`config.mk`:
```
export PLATFORM = sky130hd
export DESIGN_NAME = x10_command_frame_encoder_core
export DESIGN_NICKNAME = d
export VERILOG_FILES = /design/src/hdl/x10ce_pkg.sv /design/src/hdl/x10_command_frame_encoder_core.sv /design/src/hdl/x10ce_front.sv /design/src/hdl/x10ce_queue.sv /design/src/hdl/x10ce_back.sv
export VERILOG_INCLUDE_DIRS = /design/src /design/src/hdl
export SDC_FILE = /design/constraint.sdc
export NUM_CORES = 1
export LEC_CHECK = 0
export BUFFER_PORTS_ARGS = -buffer_cell sky130_fd_sc_hd__clkbuf_2
export CAP_MARGIN = 20
export CORE_UTILIZATION = 33
export CTS_BUF_LIST = sky130_fd_sc_hd__clkbuf_2
export DETAILED_ROUTE_END_ITERATION = 16
export PLACE_DENSITY = 0.49
export SLEW_MARGIN = 20
export SYNTH_ARGS = -nofsm -noshare
export SYNTH_HDL_FRONTEND = slang
export SYNTH_HIERARCHICAL = 1
export SYNTH_SLANG_ARGS = --single-unit
```
`constraint.sdc`:
```
create_clock -name aclk -period 15.3 [get_ports aclk]
set_clock_uncertainty 0.05 [all_clocks]
set_input_delay 3.825 -clock aclk [delete_from_list [all_inputs] [get_ports aclk]]
set_output_delay 3.825 -clock aclk [all_outputs]
set_load 0.01 [all_outputs]
```
`src/hdl/assert_macros.svh`:
```
// assertion helpers shared by the rtl files
`ifndef ASSERT_MACROS_SVH
`define ASSERT_MACROS_SVH

// checked on every edge outside reset
`define ASSERT_CLK(label, prop, msg) \
    label: assert property (@(posedge aclk) disable iff (!aresetn) prop) else $error(msg);

// checked on every edge, reset included
`define ASSERT_ALWAYS(label, prop, msg) \
    label: assert property (@(posedge aclk) prop) else $error(msg);

`endif

```
`src/hdl/x10ce_pkg.sv`:
```
`timescale 1ns / 1ps
package x10ce_pkg;

    localparam int QDEPTH = 2;
    localparam int QPTRW  = (QDEPTH > 1) ? $clog2(QDEPTH) : 1;
    localparam int QCNTW  = $clog2(QDEPTH + 1);

    localparam int FRAME_MAX = 8;
    localparam int IDXW      = $clog2(FRAME_MAX);

    localparam logic [1:0] OP_PL_ADDR = 2'd0;
    localparam logic [1:0] OP_PL_FUNC = 2'd1;
    localparam logic [1:0] OP_RF_STD  = 2'd2;
    localparam logic [1:0] OP_RF_SEC  = 2'd3;

    localparam logic [7:0] FN_ON      = 8'd2;
    localparam logic [7:0] FN_OFF     = 8'd3;
    localparam logic [7:0] FN_DIM     = 8'd4;
    localparam logic [7:0] FN_BRIGHT  = 8'd5;
    localparam logic [7:0] FN_EXT_DIM = 8'd16;

    localparam logic [7:0] HDR_PL_ADDR  = 8'h04;
    localparam logic [7:0] HDR_PL_FUNC  = 8'h06;
    localparam logic [7:0] HDR_PL_EXT   = 8'h07;
    localparam logic [7:0] EXT_CMD      = 8'h02;
    localparam logic [7:0] EXT_TRAILER  = 8'h31;
    localparam logic [7:0] SYNC_BYTE    = 8'hEB;
    localparam logic [7:0] RF_HDR_STD   = 8'h20;
    localparam logic [7:0] RF_HDR_LONG  = 8'h29;
    localparam logic [7:0] RF_FN_DIM    = 8'h98;
    localparam logic [7:0] RF_FN_BRIGHT = 8'h88;
    localparam logic [7:0] ADDR_CHECK   = 8'h0F;

    typedef struct packed {
        logic [FRAME_MAX-1:0][7:0] bytes;
        logic [IDXW-1:0]           first_idx;
        logic [IDXW-1:0]           last_idx;
        logic                      error;
    } frame_desc_t;

    function automatic logic [3:0] pl_code(input logic [3:0] v);
        logic [3:0] r;
        case (v)
            4'd0:    r = 4'h6;
            4'd1:    r = 4'hE;
            4'd2:    r = 4'h2;
            4'd3:    r = 4'hA;
            4'd4:    r = 4'h1;
            4'd5:    r = 4'h9;
            4'd6:    r = 4'h5;
            4'd7:    r = 4'hD;
            4'd8:    r = 4'h7;
            4'd9:    r = 4'hF;
            4'd10:   r = 4'h3;
            4'd11:   r = 4'hB;
            4'd12:   r = 4'h0;
            4'd13:   r = 4'h8;
            4'd14:   r = 4'h4;
            default: r = 4'hC;
        endcase
        return r;
    endfunction

    function automatic logic [3:0] rf_house_code(input logic [3:0] v);
        logic [3:0] r;
        case (v)
            4'd0:    r = 4'h6;
            4'd1:    r = 4'h7;
            4'd2:    r = 4'h4;
            4'd3:    r = 4'h5;
            4'd4:    r = 4'h8;
            4'd5:    r = 4'h9;
            4'd6:    r = 4'hA;
            4'd7:    r = 4'hB;
            4'd8:    r = 4'hE;
            4'd9:    r = 4'hF;
            4'd10:   r = 4'hC;
            4'd11:   r = 4'hD;
            4'd12:   r = 4'h0;
            4'd13:   r = 4'h1;
            4'd14:   r = 4'h2;
            default: r = 4'h3;
        endcase
        return r;
    endfunction

endpackage

```
`src/hdl/x10_command_frame_encoder_core.sv`:
```
`timescale 1ns / 1ps
// x10 command frame encoder
// input channel (s_valid/s_ready): one x10 command per item, fields s_operation ..
// s_short_address. output channel (m_valid/m_ready): one transmit frame byte per
// item, m_last_byte marks the final byte of a frame, m_error flags a rejected
// command which yields a single item with byte 0 and m_last_byte set.
// cfg_wr_en/cfg_wr_data write omit_sync_byte; write it only while idle.
// an accepted command is queued; its first byte then moves into the output register.
// throughput: the byte serializer emits one byte per cycle while m_ready is high, so a
// command holds it for each byte of its frame (1 to 8), back to back across commands.
// a 2-entry descriptor queue sits between the classifier and the serializer;
// s_ready drops only when that queue is full.
// when m_ready is low the output register holds its item and the serializer waits;
// commands keep being accepted until the queue fills.
// reset (aresetn, synchronous, active low) empties the queue and the output stage
// and clears omit_sync_byte.
module x10_command_frame_encoder_core (
    input  logic        aclk,
    input  logic        aresetn,
    input  logic        cfg_wr_en,
    input  logic        cfg_wr_data,
    input  logic        s_valid,
    output logic        s_ready,
    input  logic [1:0]  s_operation,
    input  logic [3:0]  s_house,
    input  logic [3:0]  s_unit,
    input  logic        s_unit_present,
    input  logic [7:0]  s_function_code,
    input  logic [7:0]  s_dim_amount,
    input  logic [23:0] s_rf_address,
    input  logic        s_short_address,
    output logic        m_valid,
    input  logic        m_ready,
    output logic [7:0]  m_frame_byte,
    output logic        m_last_byte,
    output logic        m_error
);
    import x10ce_pkg::*;

    logic        omit_sync_reg;
    logic        q_full;
    logic        push;
    logic        pop;
    logic        q_valid;
    frame_desc_t push_desc;
    frame_desc_t head_desc;

    always_ff @(posedge aclk) begin
        if (!aresetn) begin
            omit_sync_reg <= 1'b0;
        end else if (cfg_wr_en) begin
            omit_sync_reg <= cfg_wr_data;
        end
    end

    x10ce_front u_front (
        .s_valid         (s_valid),
        .s_ready         (s_ready),
        .s_operation     (s_operation),
        .s_house         (s_house),
        .s_unit          (s_unit),
        .s_unit_present  (s_unit_present),
        .s_function_code (s_function_code),
        .s_dim_amount    (s_dim_amount),
        .s_rf_address    (s_rf_address),
        .s_short_address (s_short_address),
        .omit_sync       (omit_sync_reg),
        .q_full          (q_full),
        .push            (push),
        .push_desc       (push_desc)
    );

    x10ce_queue u_queue (
        .aclk      (aclk),
        .aresetn   (aresetn),
        .push      (push),
        .push_desc (push_desc),
        .full      (q_full),
        .pop       (pop),
        .q_valid   (q_valid),
        .head_desc (head_desc)
    );

    x10ce_back u_back (
        .aclk         (aclk),
        .aresetn      (aresetn),
        .q_valid      (q_valid),
        .head_desc    (head_desc),
        .pop          (pop),
        .m_valid      (m_valid),
        .m_ready      (m_ready),
        .m_frame_byte (m_frame_byte),
        .m_last_byte  (m_last_byte),
        .m_error      (m_error)
    );

endmodule

```
`src/hdl/x10ce_front.sv`:
```
`timescale 1ns / 1ps
module x10ce_front (
    input  logic                  s_valid,
    output logic                  s_ready,
    input  logic [1:0]            s_operation,
    input  logic [3:0]            s_house,
    input  logic [3:0]            s_unit,
    input  logic                  s_unit_present,
    input  logic [7:0]            s_function_code,
    input  logic [7:0]            s_dim_amount,
    input  logic [23:0]           s_rf_address,
    input  logic                  s_short_address,
    input  logic                  omit_sync,
    input  logic                  q_full,
    output logic                  push,
    output x10ce_pkg::frame_desc_t push_desc
);
    import x10ce_pkg::*;

    typedef enum logic [2:0] {
        CLS_PL_ADDR,
        CLS_PL_FUNC,
        CLS_PL_DIM,
        CLS_PL_EXT,
        CLS_RF_STD,
        CLS_RF_SEC_SHORT,
        CLS_RF_SEC_LONG,
        CLS_ERROR
    } cmd_class_t;

    cmd_class_t cls;
    logic [3:0] pl_house;
    logic [7:0] rf_house_byte;
    logic [7:0] rf_fn_byte;
    logic [7:0] a2;
    logic       unit_bit3;

    assign s_ready = !q_full;
    assign push    = s_valid && !q_full;

    always_comb begin
        unique case (s_operation)
            OP_PL_ADDR: cls = CLS_PL_ADDR;
            OP_PL_FUNC: begin
                if (s_function_code == FN_DIM || s_function_code == FN_BRIGHT) begin
                    cls = CLS_PL_DIM;
                end else if (s_function_code == FN_EXT_DIM) begin
                    cls = CLS_PL_EXT;
                end else begin
                    cls = CLS_PL_FUNC;
                end
            end
            OP_RF_STD: begin
                if (s_function_code == FN_DIM || s_function_code == FN_BRIGHT) begin
                    cls = CLS_RF_STD;
                end else if ((s_function_code == FN_ON || s_function_code == FN_OFF)
                             && s_unit_present) begin
                    cls = CLS_RF_STD;
                end else begin
                    cls = CLS_ERROR;
                end
            end
            default: cls = s_short_address ? CLS_RF_SEC_SHORT : CLS_RF_SEC_LONG;
        endcase
    end

    assign pl_house      = pl_code(s_house);
    assign unit_bit3     = s_unit_present & s_unit[3];
    assign rf_house_byte = {rf_house_code(s_house), 1'b0, unit_bit3, 2'b00};
    assign a2            = s_short_address ? s_rf_address[7:0] : s_rf_address[23:16];

    always_comb begin
        if (s_function_code == FN_DIM) begin
            rf_fn_byte = RF_FN_DIM;
        end else if (s_function_code == FN_BRIGHT) begin
            rf_fn_byte = RF_FN_BRIGHT;
        end else begin
            rf_fn_byte = {1'b0, s_unit[2], (s_function_code == FN_OFF), s_unit[0],
                          s_unit[1], 3'b000};
        end
    end

    always_comb begin
        push_desc           = '0;
        push_desc.first_idx = '0;
        unique case (cls)
            CLS_PL_ADDR: begin
                push_desc.bytes[0] = HDR_PL_ADDR;
                push_desc.bytes[1] = {pl_house, pl_code(s_unit)};
                push_desc.last_idx = IDXW'(1);
            end
            CLS_PL_FUNC: begin
                push_desc.bytes[0] = HDR_PL_FUNC;
                push_desc.bytes[1] = {pl_house, s_function_code[3:0]};
                push_desc.last_idx = IDXW'(1);
            end
            CLS_PL_DIM: begin
                push_desc.bytes[0] = HDR_PL_FUNC | {s_dim_amount[4:0], 3'b000};
                push_desc.bytes[1] = {pl_house, s_function_code[3:0]};
                push_desc.last_idx = IDXW'(1);
            end
            CLS_PL_EXT: begin
                push_desc.bytes[0] = HDR_PL_EXT;
                push_desc.bytes[1] = {pl_house, 4'h7};
                push_desc.bytes[2] = EXT_CMD;
                push_desc.bytes[3] = s_dim_amount;
                push_desc.bytes[4] = EXT_TRAILER;
                push_desc.last_idx = IDXW'(4);
            end
            CLS_RF_STD: begin
                push_desc.bytes[0]  = SYNC_BYTE;
                push_desc.bytes[1]  = RF_HDR_STD;
                push_desc.bytes[2]  = rf_house_byte;
                push_desc.bytes[3]  = ~rf_house_byte;
                push_desc.bytes[4]  = rf_fn_byte;
                push_desc.bytes[5]  = ~rf_fn_byte;
                push_desc.first_idx = IDXW'(omit_sync);
                push_desc.last_idx  = IDXW'(5);
            end
            CLS_RF_SEC_SHORT: begin
                push_desc.bytes[0]  = SYNC_BYTE;
                push_desc.bytes[1]  = RF_HDR_STD;
                push_desc.bytes[2]  = a2;
                push_desc.bytes[3]  = a2 ^ ADDR_CHECK;
                push_desc.bytes[4]  = s_function_code;
                push_desc.bytes[5]  = ~s_function_code;
                push_desc.first_idx = IDXW'(omit_sync);
                push_desc.last_idx  = IDXW'(5);
            end
            CLS_RF_SEC_LONG: begin
                push_desc.bytes[0]  = SYNC_BYTE;
                push_desc.bytes[1]  = RF_HDR_LONG;
                push_desc.bytes[2]  = a2;
                push_desc.bytes[3]  = a2 ^ ADDR_CHECK;
                push_desc.bytes[4]  = s_function_code;
                push_desc.bytes[5]  = ~s_function_code;
                push_desc.bytes[6]  = s_rf_address[15:8];
                push_desc.bytes[7]  = s_rf_address[7:0];
                push_desc.first_idx = IDXW'(omit_sync);
                push_desc.last_idx  = IDXW'(7);
            end
            default: begin
                push_desc.error    = 1'b1;
                push_desc.last_idx = '0;
            end
        endcase
    end

endmodule

```
`src/hdl/x10ce_queue.sv`:
```
`timescale 1ns / 1ps
`include "assert_macros.svh"
module x10ce_queue (
    input  logic                   aclk,
    input  logic                   aresetn,
    input  logic                   push,
    input  x10ce_pkg::frame_desc_t push_desc,
    output logic                   full,
    input  logic                   pop,
    output logic                   q_valid,
    output x10ce_pkg::frame_desc_t head_desc
);
    import x10ce_pkg::*;

    frame_desc_t       mem [QDEPTH];
    logic [QPTRW-1:0]  wr_ptr_reg, wr_ptr_next;
    logic [QPTRW-1:0]  rd_ptr_reg, rd_ptr_next;
    logic [QCNTW-1:0]  count_reg, count_next;

    function automatic logic [QPTRW-1:0] ptr_inc(input logic [QPTRW-1:0] p);
        return (p == QPTRW'(QDEPTH - 1)) ? '0 : p + 1'b1;
    endfunction

    assign full      = (count_reg == QCNTW'(QDEPTH));
    assign q_valid   = (count_reg != '0);
    assign head_desc = mem[rd_ptr_reg];

    always_comb begin
        wr_ptr_next = push ? ptr_inc(wr_ptr_reg) : wr_ptr_reg;
        rd_ptr_next = pop ? ptr_inc(rd_ptr_reg) : rd_ptr_reg;
        count_next  = count_reg;
        if (push && !pop) begin
            count_next = count_reg + 1'b1;
        end else if (pop && !push) begin
            count_next = count_reg - 1'b1;
        end
    end

    always_ff @(posedge aclk) begin
        if (!aresetn) begin
            wr_ptr_reg <= '0;
            rd_ptr_reg <= '0;
            count_reg  <= '0;
        end else begin
            wr_ptr_reg <= wr_ptr_next;
            rd_ptr_reg <= rd_ptr_next;
            count_reg  <= count_next;
        end
    end

    always_ff @(posedge aclk) begin
        if (push) begin
            mem[wr_ptr_reg] <= push_desc;
        end
    end

    `ASSERT_CLK(a_count_bound, (count_reg <= QCNTW'(QDEPTH)), "queue count beyond depth")
    `ASSERT_CLK(a_no_underflow, (pop |-> q_valid), "pop from empty queue")

endmodule

```
`src/hdl/x10ce_back.sv`:
```
`timescale 1ns / 1ps
`include "assert_macros.svh"
module x10ce_back (
    input  logic                   aclk,
    input  logic                   aresetn,
    input  logic                   q_valid,
    input  x10ce_pkg::frame_desc_t head_desc,
    output logic                   pop,
    output logic                   m_valid,
    input  logic                   m_ready,
    output logic [7:0]             m_frame_byte,
    output logic                   m_last_byte,
    output logic                   m_error
);
    import x10ce_pkg::*;

    logic                      act_reg, act_next;
    logic [FRAME_MAX-1:0][7:0] bytes_reg, bytes_next;
    logic [IDXW-1:0]           idx_reg, idx_next;
    logic [IDXW-1:0]           end_reg, end_next;
    logic                      valid_reg, valid_next;
    logic [7:0]                byte_reg, byte_next;
    logic                      last_reg, last_next;
    logic                      err_reg, err_next;
    logic                      out_load;
    logic                      head_last;

    assign out_load  = !valid_reg || m_ready;
    assign head_last = (head_desc.first_idx == head_desc.last_idx);
    assign pop       = out_load && !act_reg && q_valid;

    always_comb begin
        act_next   = act_reg;
        bytes_next = bytes_reg;
        idx_next   = idx_reg;
        end_next   = end_reg;
        valid_next = valid_reg;
        byte_next  = byte_reg;
        last_next  = last_reg;
        err_next   = err_reg;
        if (out_load) begin
            if (act_reg) begin
                valid_next = 1'b1;
                byte_next  = bytes_reg[idx_reg];
                last_next  = (idx_reg == end_reg);
                err_next   = 1'b0;
                act_next   = (idx_reg != end_reg);
                idx_next   = idx_reg + 1'b1;
            end else if (q_valid) begin
                valid_next = 1'b1;
                byte_next  = head_desc.bytes[head_desc.first_idx];
                last_next  = head_last;
                err_next   = head_desc.error;
                act_next   = !head_last;
                bytes_next = head_desc.bytes;
                idx_next   = head_desc.first_idx + 1'b1;
                end_next   = head_desc.last_idx;
            end else begin
                valid_next = 1'b0;
            end
        end
    end

    always_ff @(posedge aclk) begin
        if (!aresetn) begin
            act_reg   <= 1'b0;
            valid_reg <= 1'b0;
        end else begin
            act_reg   <= act_next;
            valid_reg <= valid_next;
        end
        bytes_reg <= bytes_next;
        idx_reg   <= idx_next;
        end_reg   <= end_next;
        byte_reg  <= byte_next;
        last_reg  <= last_next;
        err_reg   <= err_next;
    end

    assign m_valid      = valid_reg;
    assign m_frame_byte = byte_reg;
    assign m_last_byte  = last_reg;
    assign m_error      = err_reg;

    `ASSERT_CLK(a_err_alone, (valid_reg && err_reg |-> last_reg && byte_reg == 8'h00), "error item must be a lone zero last item")
    `ASSERT_CLK(a_active_has_more, (act_reg |-> valid_reg && !last_reg), "frame still active after its last item")

endmodule
```
==> flow_summary.toml <==
[outcome]
outcome = "finished clean"

[grt]
grt_first_pass_wirelength_um = 36670
gr-usage-all-layers = 0.1609
initial_antenna_violation_count = 1
grt_max_degree = 73
grt_pass1_vias = 6124
grt.overflow.total = 0

[detailed_routing]
detailroute.via_count = 5878
route.detailed.drc = 0
highest_routed_layer = "met4"
routed-wl-met3_um = 1558
detailroute.wirelength.met2_um = 12400
routed_via_density = 5.003
avgRoutedWirePerCell_um = 21.04
route.antenna.remaining_nets = 0
first_pass_iters = 5
routed_wire_length_um = 24720
detailedRoute.firstIterationViolations = 353
met1Wirelength_um = 10320

[sta]
grt_setup_unrepaired = "no"
final.hold.worst_slack_ns = 0.4779
slew_headroom = 0.2576
final_period_minus_worst_setup_slack_ns = 5.523
finalSetupTns_ns = 0
final_report_setup_violation_count = 0
period_share = 0.3610
max_slew.worst_pin.slew_ns = 1.114
timing.fmax_mhz = 181.1
hold_viol = 0
number_of_slew_limit_violations_in_the_final_report = 0
setup_slack_ns = 9.777

[worst_setup_path]
worstSetupPathType = "reg -> out"
start_kind = "flip-flop"
startpoint = "u_queue/count_reg[0]"
worst_ep_required_time_ns = 11.43
crit_path_max_fanout = 4
timing.critical_path.arrival_ns = 1.65
worst_setup_path_end_kind = "primary output"

[floorplanning]
floorplan.die_area_sq_um = 31340
start_util = 0.3384
num_rows = 63
chipHeight_um = 177.0
placeable_core_area_sq_um = 29870
num_io_pins = 70
die_w_um = 177.0

[clock_tree]
worst_skew_pair.late_latency_ns = 0.83
number_of_hold_buffers_added_after_cts = 0
cts_tree = "built"
clock_path_buffers = 3
cts_made_buffers = 67
clkSlewWorstSetupHoldPaths_ns = 0.11
cts.htree.levels = 3
root_buffer = "clkbuf_2"
cts_resized = 0
cts_sinks = 230
cts_setup_buffers = 0

[logic_synthesis]
synth_most_common_cell = "edfxtp_1"
synth-edff-count = 222
ys_types = 53
yosys.area.top_type = "edfxtp_1"
synthesis.yosys.warnings = 6
postSynthAreaPerCell_sq_um = 15.95
syn-cell-area_sq_um = 10110
post-synth-top-area-fraction = 0.6594
synth.area.top_cells = "edfxtp_1 (66%), mux2_2 (8.2%), mux2i_1 (7.5%)"
sequential_to_total_area_share_from_yosys_stat = 0.6752
synth_top_cells_by_count = "edfxtp_1 (222), mux2i_1 (76), mux2_2 (74)"
ys_dominant_reg_cell = "edfxtp_1"
async_reset_ff_frac = 0
ys_seq_elements = 230
synthesis.instances = 634

[worst_hold_path]
timing.hold.worst.class = "reg -> reg"
worstHoldStart = "u_queue/mem[0][46]"

[layout]
finish.cell_count_without_fillers = 1175
syn2layout_area_growth_pct = 12.14
design.final.nets = 807
drive_above_1_share = 0.3316
largest_register_ffs = 142
finalCoreUtilization = 0.3795

[job]
drv_cap = 0

[placed_design]
dp.final_hpwl_um = 15670
gp_routability_congestion = 0.7984
dp_slack_ns = 8.883
place_inst = 1063
port_buffer_count = 69

[power]
pwr_density_cell_nw_per_um2 = 172.5
cellLeakagePower_nw = 4.259
vdd.ir_drop.worst_mv = 0.09477
[worst max-delay path, stage by stage (launching register included)]
cell,delay [ns]
dfxtp_1,0.41
and2b_2,0.24
inv_1,0.05
clkbuf_2,0.12
[cell type report]
cell class / instances / area [sq um]
Clock inverter: 23 / 155.1
Tap cell: 390 / 488.0
Antenna cell: 1 / 2.502
Sequential cell: 230 / 6830
Clock buffer: 87 / 435.4
Multi-Input combinational cell: 358 / 2970
Inverter: 11 / 41.29
Timing Repair Buffer: 75 / 414.1
Fill cell: 2886 / 18540
[per-stage QoR]
step / power (mW) / instance area, sq um
after floorplan: 1.380 / 10110
after global placement: 1.513 / 10700
after detailed placement: 1.533 / 10710
after CTS: 1.988 / 11300
after global routing: 2.065 / 11340
final: 1.956 / 11340
[final timing paths]
check	slack (ns)	depth (start not counted)	to
setup / recovery	9.78	3	s_ready
hold / removal	0.48	1	u_back/bytes_reg[39]
setup reg to reg	11.84	5	u_back/m_frame_byte[4]
hold reg to reg	0.48	1	u_back/bytes_reg[39]
[cells in the final DEF (no fill, tap or decap), types with 3 or more instances in the layout]
cell type	netlist	layout
xor2_1	7	7
or4_1	9	9
xnor2_1	5	5
or3_1	4	4
nor3_1	4	3
nor2b_1	9	8
mux2_2	74	74
clkbuf_2	0	156
inv_2	0	3
o21ai_0	15	15
buf_4	3	4
clkinv_1	1	13
or3b_1	3	3
nor2_1	21	20
nand3b_1	4	4
a221o_1	5	5
edfxtp_1	222	222
clkinv_2	0	3
a21oi_1	9	9
inv_1	10	10
nand3_1	4	4
o22ai_1	39	39
dfxtp_1	8	7
ha_1	6	6
mux2i_1	76	76
and2_1	20	19
nand2_1	11	11
and3_1	4	4
[metal layers]
metal  vias to the layer above  track usage
li1                       2715            -
met1                      2920       0.2017
met2                       206       0.2716
met3                        37      0.03243
met4                         0      0.06250
met5                         -            0
[cells by family (layout without fill, tap and decap cells)]
logic type,after synthesis,in the layout,synth area share
AO/OA/AOI/OAI,85,85,0.05681
XOR/XNOR,12,12,0.01040
buffers and inverters,47,196,0.03304
adder cells (fa/ha/maj),6,6,0.007426
AND/OR/NAND/NOR,103,103,0.05904
flip-flops,230,230,0.6752
multiplexers,150,150,0.1577
other,1,3,0.0003709
[power breakdown]
part / switching [mW] / total (mW) / leakage (nW) / internal (mW)
clock network: 0.257 / 0.447 / 0.437 / 0.190
logic: 0.309 / 0.522 / 1.63 / 0.213
registers: 0.0734 / 0.987 / 2.19 / 0.913
total: 0.639 / 1.96 / 4.26 / 1.32
Power figures use the tool's default switching activity.
